--- config.mk ---
export PLATFORM = sky130hd
export DESIGN_NAME = fssu_ctrl
export DESIGN_NICKNAME = d
export VERILOG_FILES = /design/src/fssu_pkg.sv /design/src/fssu_ctrl.sv
export SDC_FILE = /design/constraint.sdc
export NUM_CORES = 1
export LEC_CHECK = 0
export BUFFER_PORTS_ARGS = -buffer_cell sky130_fd_sc_hd__buf_2
export CAP_MARGIN = 20
export CORE_UTILIZATION = 35
export DETAILED_ROUTE_END_ITERATION = 12
export GPL_TIMING_DRIVEN = 1
export PLACE_DENSITY = 0.66
export SYNTH_ARGS = -nofsm -noshare
export SYNTH_HDL_FRONTEND = slang
export SYNTH_SLANG_ARGS = --single-unit
export TNS_END_PERCENT = 20
--- constraint.sdc ---
create_clock -name clock -period 2.4 [get_ports clock]
set_input_delay 0.24 -clock clock [delete_from_list [all_inputs] [get_ports clock]]
set_output_delay 0.24 -clock clock [all_outputs]
set_load 0.02 [all_outputs]
--- src/fssu_pkg.sv ---
// Package: shared constants, types and command structs for the Sobel/stretch unit.
package fssu_pkg;
   localparam int DEF_MAX_WIDTH  = 1024;
   localparam int DEF_MAX_HEIGHT = 1024;
   localparam int CSR_IDX_W = 2;
   localparam int CSR_DATA_W = 11;
   localparam logic [CSR_IDX_W-1:0] CSR_EDGE_MODE    = 2'd0;
   localparam logic [CSR_IDX_W-1:0] CSR_FRAME_WIDTH  = 2'd1;
   localparam logic [CSR_IDX_W-1:0] CSR_FRAME_HEIGHT = 2'd2;
   localparam logic ACTION_LOAD  = 1'b0;
   localparam logic ACTION_FETCH = 1'b1;

   typedef enum logic [3:0] {
      ST_IDLE, ST_LOAD, ST_RD0, ST_RD1, ST_RD2, ST_RD3, ST_RD4, ST_SUM,
      ST_DIV, ST_OUT
   } state_type;

   // controller -> datapath
   typedef struct packed {
      logic       load_wr;    // write gray, advance load index
      logic [1:0] rd_row;     // 0: y-1, 1: y, 2: y+1
      logic [1:0] rd_col;     // 0: x-1, 1: x, 2: x+1
      logic       rd_en;
      logic [3:0] cap_slot;   // window slot captured from previous read
      logic       cap_en;
      logic       sum_en;
      logic       div_start;
      logic       out_load;
      logic       advance;    // step fetch index or restart
   } cmd_type;

   // datapath -> controller
   typedef struct packed {
      logic full;
      logic done_fetch;
      logic border;
      logic edge_sel;
      logic div_busy;
   } sts_type;
endpackage

--- src/fssu_ctrl.sv ---
// Controller: sequences loads, window reads, arithmetic and result handoff.
module fssu_ctrl (
   input  logic              clock,
   input  logic              reset,
   input  logic              req_valid,
   output logic              req_ready,
   input  logic              req_action,
   output logic              rsp_valid,
   input  logic              rsp_ready,
   input  fssu_pkg::sts_type sts,
   output fssu_pkg::cmd_type cmd
);
   import fssu_pkg::*;

   state_type  state_ff, state_in;
   logic       rv_ff, rv_in;
   logic [3:0] step_ff, step_in;
   logic       take;

   assign take = req_valid && req_ready;
   assign req_ready = (state_ff == ST_IDLE) && !(rv_ff && req_action == ACTION_FETCH);

   // read step k in 0..8 reads slot k; capture of slot k-1 on same cycle
   always_comb begin
      state_in = state_ff;
      step_in  = step_ff;
      case (state_ff)
         ST_IDLE: begin
            if (take) begin
               if (req_action == ACTION_LOAD) state_in = ST_LOAD;
               else if (sts.full && !sts.done_fetch) begin
                  if (sts.border) state_in = ST_OUT;
                  else begin
                     state_in = ST_RD0;
                     step_in  = 4'd0;
                  end
               end
            end
         end
         ST_LOAD: state_in = ST_IDLE;
         ST_RD0: begin
            step_in = step_ff + 4'd1;
            if (step_ff == 4'd9) state_in = ST_SUM;
         end
         ST_SUM: state_in = sts.edge_sel ? ST_OUT : ST_DIV;
         ST_DIV: if (!sts.div_busy && step_ff == 4'd0) state_in = ST_OUT;
                 else step_in = 4'd0;
         ST_OUT:  state_in = ST_IDLE;
         default: state_in = ST_IDLE;
      endcase
   end

   always_comb begin
      cmd = '0;
      cmd.load_wr = (state_ff == ST_IDLE) && take && req_action == ACTION_LOAD && !sts.full;
      case (state_ff)
         ST_RD0: begin
            cmd.rd_en    = (step_ff < 4'd9);
            if (step_ff >= 4'd6) begin
               cmd.rd_row = 2'd2;
               cmd.rd_col = 2'(step_ff - 4'd6);
            end else if (step_ff >= 4'd3) begin
               cmd.rd_row = 2'd1;
               cmd.rd_col = 2'(step_ff - 4'd3);
            end else begin
               cmd.rd_row = 2'd0;
               cmd.rd_col = 2'(step_ff);
            end
            cmd.cap_en   = (step_ff != 4'd0);
            cmd.cap_slot = step_ff - 4'd1;
         end
         ST_SUM: cmd.sum_en = 1'b1;
         ST_DIV: cmd.div_start = (step_ff != 4'd0);
         ST_OUT: begin
            cmd.out_load = 1'b1;
            cmd.advance  = 1'b1;
         end
         default: ;
      endcase
   end

   always_comb begin
      rv_in = rv_ff;
      if (rsp_valid && rsp_ready) rv_in = 1'b0;
      if (state_ff == ST_OUT) rv_in = 1'b1;
   end

   always_ff @(posedge clock) begin
      if (reset) begin
         state_ff <= ST_IDLE;
         rv_ff    <= 1'b0;
         step_ff  <= '0;
      end else begin
         state_ff <= state_in;
         rv_ff    <= rv_in;
         step_ff  <= (state_ff == ST_SUM) ? 4'd1 : step_in;
      end
   end

   assign rsp_valid = rv_ff;
endmodule

=== Word-level counts from Yosys, hierarchy flattened ===
Index checks and enable logic that the tools add are counted.
Widths: inputs -> output; s select.

* $add $sub $neg: 4
* Order comparisons: 3
* Equality and inequality tests: 18
* Multiplexer cells: 23
* Bitwise operators: 1
* Reductions and logical operators: 23

{| class="wikitable"
|+ Operators by type and width
! cell !! number
|-
| $mux 4 || 12
|-
| $pmux 4 s4 || 1
|-
| $eq 4x4->1 const B || 3
|-
| $ne 2x2->1 const B || 6
|-
| $ne 3x2->1 const B || 4
|-
| $pmux 4 s3 || 1
|-
| $reduce_and 6->1 || 2
|-
| $mux 10 || 1
|-
| $logic_and 1x1->1 || 9
|-
| $logic_not 4->1 || 2
|-
| $reduce_bool 4->1 || 2
|-
| $mux 1 || 6
|-
| $add 4x1->4 const B || 1
|-
| $eq 4x2->1 const B || 1
|-
| $eq 4x3->1 const B || 1
|-
| $ge 4x2->1 const B || 1
|-
| $ge 4x3->1 const B || 1
|-
| $logic_not 1->1 || 4
|-
| $lt 4x4->1 const B || 1
|-
| $reduce_and 4->1 || 1
|-
| $sub 2x2->2 const B || 2
|-
| $sub 4x1->4 const B || 1
|-
| $mux 3 || 1
|-
| $ne 3x1->1 const B || 1
|-
| 7 further kinds || 7
|}

* Bits in registers: 9
* Input port bits: 10
* Output and inout bits: 17
* Word-level logic and storage cells: 76

=== Longest topological paths before layout ===
Gate-level depths: netlist of run 1.

* Depth after elaboration: 7
* Gate-level depth with buffers: 7

=== Worst setup path before layout of run 1 ===
Ideal clock, no wire load.

* Kind: reg-to-output
* From: register step_ff[0]
* To: output port cmd[2] (netlist name)
* Arrival time: 1.876 ns
* Required time: 2.160 ns
* Slack: 0.284 ns
* Cell stages (with the launch flop): 4
* Cells stage by stage: dfxtp_1 > inv_1 > ha_1 > a2111oi_0

{| class="wikitable"
|+ RTL lines
! item !! RTL line !! text
|-
| from (decl) || fssu_ctrl.sv:17 || <nowiki>logic [3:0] step_ff, step_in;</nowiki>
|-
| from (signal assigned) || fssu_ctrl.sv:96 || <nowiki>step_ff <= (state_ff == ST_SUM) ? 4'd1 : step_in;</nowiki>
|-
| to (decl) || fssu_ctrl.sv:11 || <nowiki>output fssu_pkg::cmd_type cmd</nowiki>
|}

==> results of run 1 <==
-- worst max path at each step --
stage / start / to / slack [ns]
6_report: step_ff[0] / cmd[11] / 0.28
4_1_cts: step_ff[0] / cmd[11] / 0.27
5_1_grt: step_ff[0] / cmd[11] / 0.12
3_3_place_gp: step_ff[0] / cmd[11] / 0.60
2_1_floorplan: step_ff[0] / cmd[2] / 0.28
3_5_place_dp: step_ff[0] / cmd[11] / 0.57
-- synth_stat cells (2+ instances only) --
library cell	count	area share (%)
nor4_1	2	1.6
nand3_1	2	1.3
a21oi_2	2	2.2
nand2_1	9	4.3
nor2_1	13	6.1
o21ai_0	5	3.1
dfxtp_1	9	23
xnor2_1	2	2.2
buf_4	3	2.8
a22oi_1	2	1.9
nor3b_1	2	1.9
ha_1	5	7.9
inv_1	7	3.3
a21oi_1	9	5.7
o21ai_1	2	1.3
a211oi_1	2	1.9
and2b_1	2	1.9
buf_2	5	3.1
nand2b_1	3	2.4
nor3_1	6	3.8
-- cells by family after synthesis --
family | synth area share, %
and+or+nand+nor | 32.9
AOI/OAI and AO/OA | 25.0
buffers and inverters | 9.29
DFF | 22.7
adders and majority gates | 7.87
xor gates and xnor gates | 2.21
-- per-layer routing --
| layer | up-vias | GRT usage, % | routed length [µm] |
|---|---|---|---|
| li1 | 428 | - | - |
| met1 | 368 | 20.9 | 876 |
| met2 | 24 | 25.5 | 867 |
| met3 | 5 | 3.40 | 99 |
| met4 | 0 | 10.0 | 51 |
| met5 | - | 0 | 0 |
-- worst register-to-register path, delay by kind of cell, from the launching register on --
| family | cells | cell delay (ns) |
|---|---|---|
| adder cells (fa/ha/maj) | 1 | 0.21 |
| flip-flops | 1 | 0.39 |
| AND/OR/NAND/NOR | 2 | 0.59 |
| AO/OA/AOI/OAI | 2 | 0.31 |
| buffers and inverters | 1 | 0.19 |
-- sequential cells by signal (all words and copies together), names as in the netlist --
signal and count:
rsp_valid 1, step_ff 4, state_ff 4
-- final cells by class --
class	instances	share of cell area (%)
clock buffers	4	2.80
inverters	7	2.80
multi-input cells	85	57.7
flip-flops and latches	9	19.2
well taps	27	3.60
repair buffers	26	13.9
-- through the flow --
step	power (µW)	utilization [%]	instance area, µm²	setup WS (ns)	instances
finish	354	45.9	937	0.284	158
global route	369	45.9	937	0.120	158
detailed placement	231	44.6	911	0.570	154
global placement	230	44.6	911	0.600	154
floorplan	209	-	795	0.284	109
CTS	359	45.9	937	0.266	158
-- power groups by stage --
stage | logic [µW] | registers, µW | clock network, µW
2_1_floorplan | 49.3 | 160 | 0
3_3_place_gp | 69.2 | 161 | 0
3_5_place_dp | 69.8 | 161 | 0
4_1_cts | 70.0 | 158 | 131
5_1_grt | 77.5 | 159 | 133
6_report | 70.2 | 158 | 125
==> metrics.txt, run 1 <==
relative slew slack 70.8%; Fin Setup TNS 0 ns; clock skew 0.00564 ns; Setup CP Type reg -> out; Resized cells post-CTS 0; Clock transition at path regs 0.06 ns; hold path depth 2; Clk network pwr share 35.5%; R2R cell count 6; CTS buffer count 3; global route overflow 0; Hold Buf Count CTS 0; via-per-instance ratio 5.22; DRT Pass-1 Iters 4; Sequential cell area 180 µm²; Final Critical Period 2.12 ns; Die X-Extent 49.6 µm; FF-to-FF setup slack 0.65 ns; Top FF cell, synth dfxtp_1; sequential share of power 44.7%; initial antenna violation count 0; wire per inst 12.0 µm; family with the most delay on the worst path buffers and inverters; register area share after synthesis 22.7%; worst path bufs/invs 2; Pleak 0.000426 µW; clk_lat worst skew 0.28 ns; area of the multi-input gates 541 µm²; Net Sw Power 107 µW; most common cell after layout, fill and taps aside buf_2; Final period util 88.2%; Net Sw Frac 30.2%; Post-synth ARST share 0%; Critical Path RT 2.16 ns; Logic pwr share 19.8%; Yosys reg bits 9; PwrDens 377 mW/mm²; outcome completed; commonest non-fill, non-tap cells in the layout buf_2, nor2_1, nand2_1, a21oi_1, dfxtp_1; Fin. Hold Viols 0; Crit path depth 7; largest net degree at the start of global routing 15; number of global-route vias before repair 695; # diodes 0; max_cap viols 0; global router's overall resource usage 16.5%; Post-Route WL 1900 µm; routability cong. 0.849; buffer count from post-CTS setup fixing 0; CTS Sinks 9; hold_sp reset; Post-synth EDFFs 0; max incr delay on CP 0.39 ns; Post-Syn Instances 109; Remaining DRCs 0; Worst R2R End step_ff[0]; WP data arrival 1.88 ns; RSZ-0062 raised after global routing false; worst-path fanout max 8; maximum clock path buffer count 2; Cell Area, Synth 795 µm²; Internal Power 247 µW; DR vias 825; critical-path cell list inv_1 > ha_1 > nor3b_1 > o21ai_1 > nor2_1 > nor4b_1 > buf_2; Worst R2R Start step_ff[0]; HP Class in -> reg; # rows 16; nets@finish 147; initial drt markers 26; core area 0.00204 mm²; Setup-failing EPs final 0; Hold Path Sink step_ff[0]; CTS tree done; Worst setup SP type flip-flop; CP max-delay cell dfxtp_1; share of layout cells above drive strength 1 26.7%; crit end category output port; fillcell total 220; io pins 27; Synth-to-Final Area Change 18.0%; Unique masters post-synth 37; Routed Antenna Nets 0; Hold WS 0.204 ns; syn nets 124; Die ar. 0.00246 mm²; global-route wire length before repair 3120 µm; die height 49.6 µm; Avg Cell Area, Syn 7.29 µm²; Tightest Pin Transition 0.435 ns; Ys Warns 0; max-slew violations 0; FMAX 472 MHz; Port Buf Inserts 26; CTS H-tree depth 1; Initial Util 38.9%; maximum vdd ir drop 0.273 mV; Final HPWL DP 1480 µm; Root Driver clkbuf_4
Note: power is estimated with default switching activity, not from simulation.
==> run 2, diff against run 1 <==
--- a/config.mk
+++ b/config.mk
@@ -7,10 +7,11 @@
 export LEC_CHECK = 0
 export BUFFER_PORTS_ARGS = -buffer_cell sky130_fd_sc_hd__buf_2
 export CAP_MARGIN = 20
-export CORE_UTILIZATION = 35
+export CORE_UTILIZATION = 49
 export DETAILED_ROUTE_END_ITERATION = 12
 export GPL_TIMING_DRIVEN = 1
-export PLACE_DENSITY = 0.66
+export PLACE_DENSITY = 0.85
+export RECOVER_POWER = 100
 export SYNTH_ARGS = -nofsm -noshare
 export SYNTH_HDL_FRONTEND = slang
 export SYNTH_SLANG_ARGS = --single-unit
==> run 2 against run 1 <==
Compared with the run above:
- via count up 1.2%
- global-route usage increased by 5.9 points
- worst hold slack improved by 0.0020 ns
- utilization up 14 points
- count of clock-buffer cells in the layout is 1 lower
- sequential share of layout area increased by 0.83 points
- clock power is 5% lower
- maximum frequency decreased by 3.9%
- largest power group unchanged
- highest routed layer unchanged
==> metrics.txt, run 2 (synthesis gave the netlist of run 1 again) <==
RSZ-0062 raised after global routing false; worst path bufs/invs 2; Die X-Extent 42.3 µm; Fin. Hold Viols 0; critical-path cell list inv_1 > ha_1 > nor3b_1 > o21ai_1 > xnor2_1 > nor2_1 > clkbuf_1; global router's overall resource usage 22.5%; Routed Antenna Nets 0; nets@finish 148; Pleak 0.000367 µW; relative slew slack 74.9%; buffer count from post-CTS setup fixing 0; share of layout cells above drive strength 1 15.2%; die height 42.3 µm; Worst setup SP type flip-flop; number of global-route vias before repair 739; outcome completed; family with the most delay on the worst path flip-flops; Resized cells post-CTS 0; Root Driver clkbuf_4; Tightest Pin Transition 0.367 ns; Clock transition at path regs 0.08 ns; CTS buffer count 3; global-route wire length before repair 3120 µm; most common cell after layout, fill and taps aside clkbuf_1; WP data arrival 1.96 ns; maximum vdd ir drop 0.264 mV; Critical Path RT 2.16 ns; Post-DP Area 905 µm²; DRT Pass-1 Iters 4; Post-Route WL 1910 µm; max-slew violations 0; wire per inst 12.9 µm; HP Class in -> reg; final instance area 898 µm²; io pins 27; max incr delay on CP 0.49 ns; crit end category output port; FF-to-FF setup slack 0.47 ns; CTS tree done; Sequential cell area 180 µm²; max_cap viols 0; Hold Buf Count CTS 0; fillcell total 151; # rows 14; Setup-failing EPs final 0; Setup WS pre-CTS 0.574 ns; Total Power 342 µW; largest net degree at the start of global routing 15; clk_lat worst skew 0.27 ns; CP max-delay cell dfxtp_1; Setup CP Type reg -> out; CTS H-tree depth 1; initial antenna violation count 0; area of the multi-input gates 526 µm²; Final HPWL DP 1500 µm; maximum clock path buffer count 2; Final Critical Period 2.20 ns; min setup slack post-route 0.198 ns; Die ar. 0.00179 mm²; Remaining DRCs 0; Synth-to-Final Area Change 13.1%; DR vias 835; Initial Util 52.7%; global route overflow 0; FMAX 454 MHz; Port Buf Inserts 26; core area 0.00151 mm²; Fin Setup TNS 0 ns; PwrDens 381 mW/mm²; CTS Sinks 9; commonest non-fill, non-tap cells in the layout clkbuf_1, nor2_1, buf_2; clock skew 0.0209 ns; # diodes 0; via-per-instance ratio 5.64; worst-path fanout max 8; routability cong. 0.956; Final period util 91.8%; initial drt markers 26
==> run 2: cell count changes in the layout (fill, tap and decap cells not counted) <==
cell	change
buf_2	-16
or4b_4	-1
clkinv_2	+1
or4b_1	+1
clkbuf_2	+1
clkbuf_1	+14
a21boi_0	+1
a21boi_4	-1
buf_4	+1
==> run 2: stage by stage <==
stage          std cells  hold WS, ns  util [%]
2_1_floorplan        109        0.302         -
3_3_place_gp         144        0.490      60.0
3_5_place_dp         144        0.486      60.0
4_1_cts              148        0.202      61.9
5_1_grt              148        0.207      59.6
6_report             148        0.206      59.6
==> run 2: worst paths after layout <==
path                                 start    endpoint  cells after the start
worst max-delay path            step_ff[0]     cmd[10]                      7
worst min-delay path                 reset  step_ff[0]                      2
worst max register to register  step_ff[0]  step_ff[3]                      6
worst min register to register   rsp_valid   rsp_valid                      2
==> run 2: cell type report <==
| cell class | instances | share of cell area [%] |
|---|---|---|
| Clock buffer | 3 | 2.51 |
| Clock inverter | 1 | 0.557 |
| Tap cell | 16 | 2.23 |
| Sequential cell | 9 | 20.1 |
| Timing Repair Buffer | 27 | 13.2 |
| Multi-Input combinational cell | 85 | 58.5 |
| Inverter | 7 | 2.92 |
==> run 2: power breakdown <==
part           switching, µW  total, µW  leakage [µW]  internal [µW]
registers               5.18        158     0.0000728            153
clock network           57.5        119     0.0000177           61.3
logic                   40.0       65.4      0.000277           25.4
==> run 2: metal layers <==
layer | GRT usage (%) | vias to the layer above | share of wire (%) | routed length (µm)
met1 | 30.4 | 377 | 48 | 915
met4 | 5.63 | 0 | 0.37 | 7
met2 | 36.9 | 19 | 48 | 925
met5 | 0 | - | 0 | 0
met3 | 3.88 | 2 | 3.1 | 60
li1 | - | 437 | - | -
==> run 3, diff against run 2 <==
--- a/config.mk
+++ b/config.mk
@@ -12,6 +12,7 @@
 export GPL_TIMING_DRIVEN = 1
 export PLACE_DENSITY = 0.85
 export RECOVER_POWER = 100
+export REMOVE_ABC_BUFFERS = 1
 export SYNTH_ARGS = -nofsm -noshare
 export SYNTH_HDL_FRONTEND = slang
 export SYNTH_SLANG_ARGS = --single-unit
==> run 3 against run 2 <==
Compared with the run above:
- utilization fell by 0.25 points
- count of clock-buffer cells in the layout is 1 higher
- first-iteration DRC count fell by 42%
- critical endpoint is now cmd[11]
- largest cell class unchanged
- largest power group unchanged
==> metrics.txt, run 3 (synthesis gave the netlist of run 1 again) <==
Resized cells post-CTS 0; CTS buffer count 3; initial drt markers 15; Remaining DRCs 0; outcome completed; min setup slack post-route 0.262 ns; Setup CP Type reg -> out; DR vias 838; Pleak 0.000364 µW; Root Driver clkbuf_4; crit end category output port; largest net degree at the start of global routing 15; # diodes 0; Clock transition at path regs 0.06 ns; clk_lat worst skew 0.26 ns; fillcell total 152; Worst setup SP type flip-flop; max-slew violations 0; number of global-route vias before repair 710; Post-Route WL 1850 µm; buffer count from post-CTS setup fixing 0; Tightest Pin Transition 0.414 ns; Final HPWL DP 1460 µm; CTS Sinks 9; Final Critical Period 2.14 ns; global route overflow 0; core area 0.00151 mm²; die height 42.3 µm; clock skew 0.00542 ns; via-per-instance ratio 5.66; global-route wire length before repair 3100 µm; FMAX 468 MHz; # rows 14; Fin. Hold Viols 0; Die ar. 0.00179 mm²; CTS tree done; RSZ-0062 raised after global routing false; nets@finish 148; maximum vdd ir drop 0.387 mV; max incr delay on CP 0.40 ns; worst-path fanout max 10; relative slew slack 72.3%; critical-path cell list ha_1 > and2b_1 > o21ai_1 > nor2_1 > nor4b_1 > clkbuf_2; Setup WS pre-CTS 0.560 ns; CP max-delay cell dfxtp_1; routability cong. 0.940; final instance area 895 µm²; Layout Utilization 59.4%; Port Buf Inserts 26; CTS H-tree depth 1; Synth-to-Final Area Change 12.6%; Routed Antenna Nets 0; commonest non-fill, non-tap cells in the layout clkbuf_1, nor2_1, buf_2; most common cell after layout, fill and taps aside clkbuf_1; initial antenna violation count 0; PwrDens 379 mW/mm²; Initial Util 52.7%; Hold Buf Count CTS 0; io pins 27; global router's overall resource usage 23.5%; Fin Setup TNS 0 ns; Total Power 339 µW; max_cap viols 0; HP Class in -> reg; Final period util 89.1%; share of layout cells above drive strength 1 14.4%; Setup-failing EPs final 0; wire per inst 12.5 µm; Die X-Extent 42.3 µm; maximum clock path buffer count 2; Post-DP Area 905 µm²; WP data arrival 1.90 ns; DRT Pass-1 Iters 4; Critical Path RT 2.16 ns
-- run 3: cell types whose count changed in the layout (fill, tap and decap cells not counted), sizes merged --
cell,delta
clkbuf,+1
clkinv,-1
-- run 3: layout make-up --
class	count	area (µm²)	area share, %
flip-flops and latches	9	180	20.1
clock buffers	4	26.3	2.94
multi-input cells	85	526	58.7
well taps	16	20.0	2.24
repair buffers	27	116	13.0
inverters	7	26.3	2.94
-- run 3: worst max-delay path: cells and delay by family (launching register included) --
| kind | cells | cell delay, ns |
|---|---|---|
| adder cells (fa/ha/maj) | 1 | 0.25 |
| buffers and inverters | 1 | 0.22 |
| flip-flops | 1 | 0.40 |
| AO/OA/AOI/OAI | 1 | 0.22 |
| AND/OR/NAND/NOR | 3 | 0.54 |
-- run 3: final timing paths --
check                           cells past startpoint          to  slack (ns)  startpoint
worst min register to register                      2   rsp_valid        0.55   rsp_valid
worst min-delay path                                2  step_ff[0]        0.23       reset
worst max-delay path                                6     cmd[11]        0.26  step_ff[1]
worst max register to register                      6  step_ff[0]        0.51  step_ff[0]
-- run 3: routing by layer --
metal / GRT usage [%] / up-vias / wire (µm)
li1: - / 430 / -
met1: 30.1 / 373 / 830
met2: 34.5 / 31 / 856
met3: 4.74 / 4 / 120
met4: 17.5 / 0 / 46
met5: 0 / - / 0
-- run 3: through the flow --
stage,hold slack (ns),std cells
finish,0.227,148
global route,0.220,148
CTS,0.218,148
detailed placement,0.493,144
global placement,0.495,144
floorplan,0.302,101
-- run 3: power by group --
part | switching [µW] | internal (µW)
clock | 52.8 | 64.1
combinational | 38.6 | 25.2
sequential | 5.46 | 153
total | 96.9 | 242
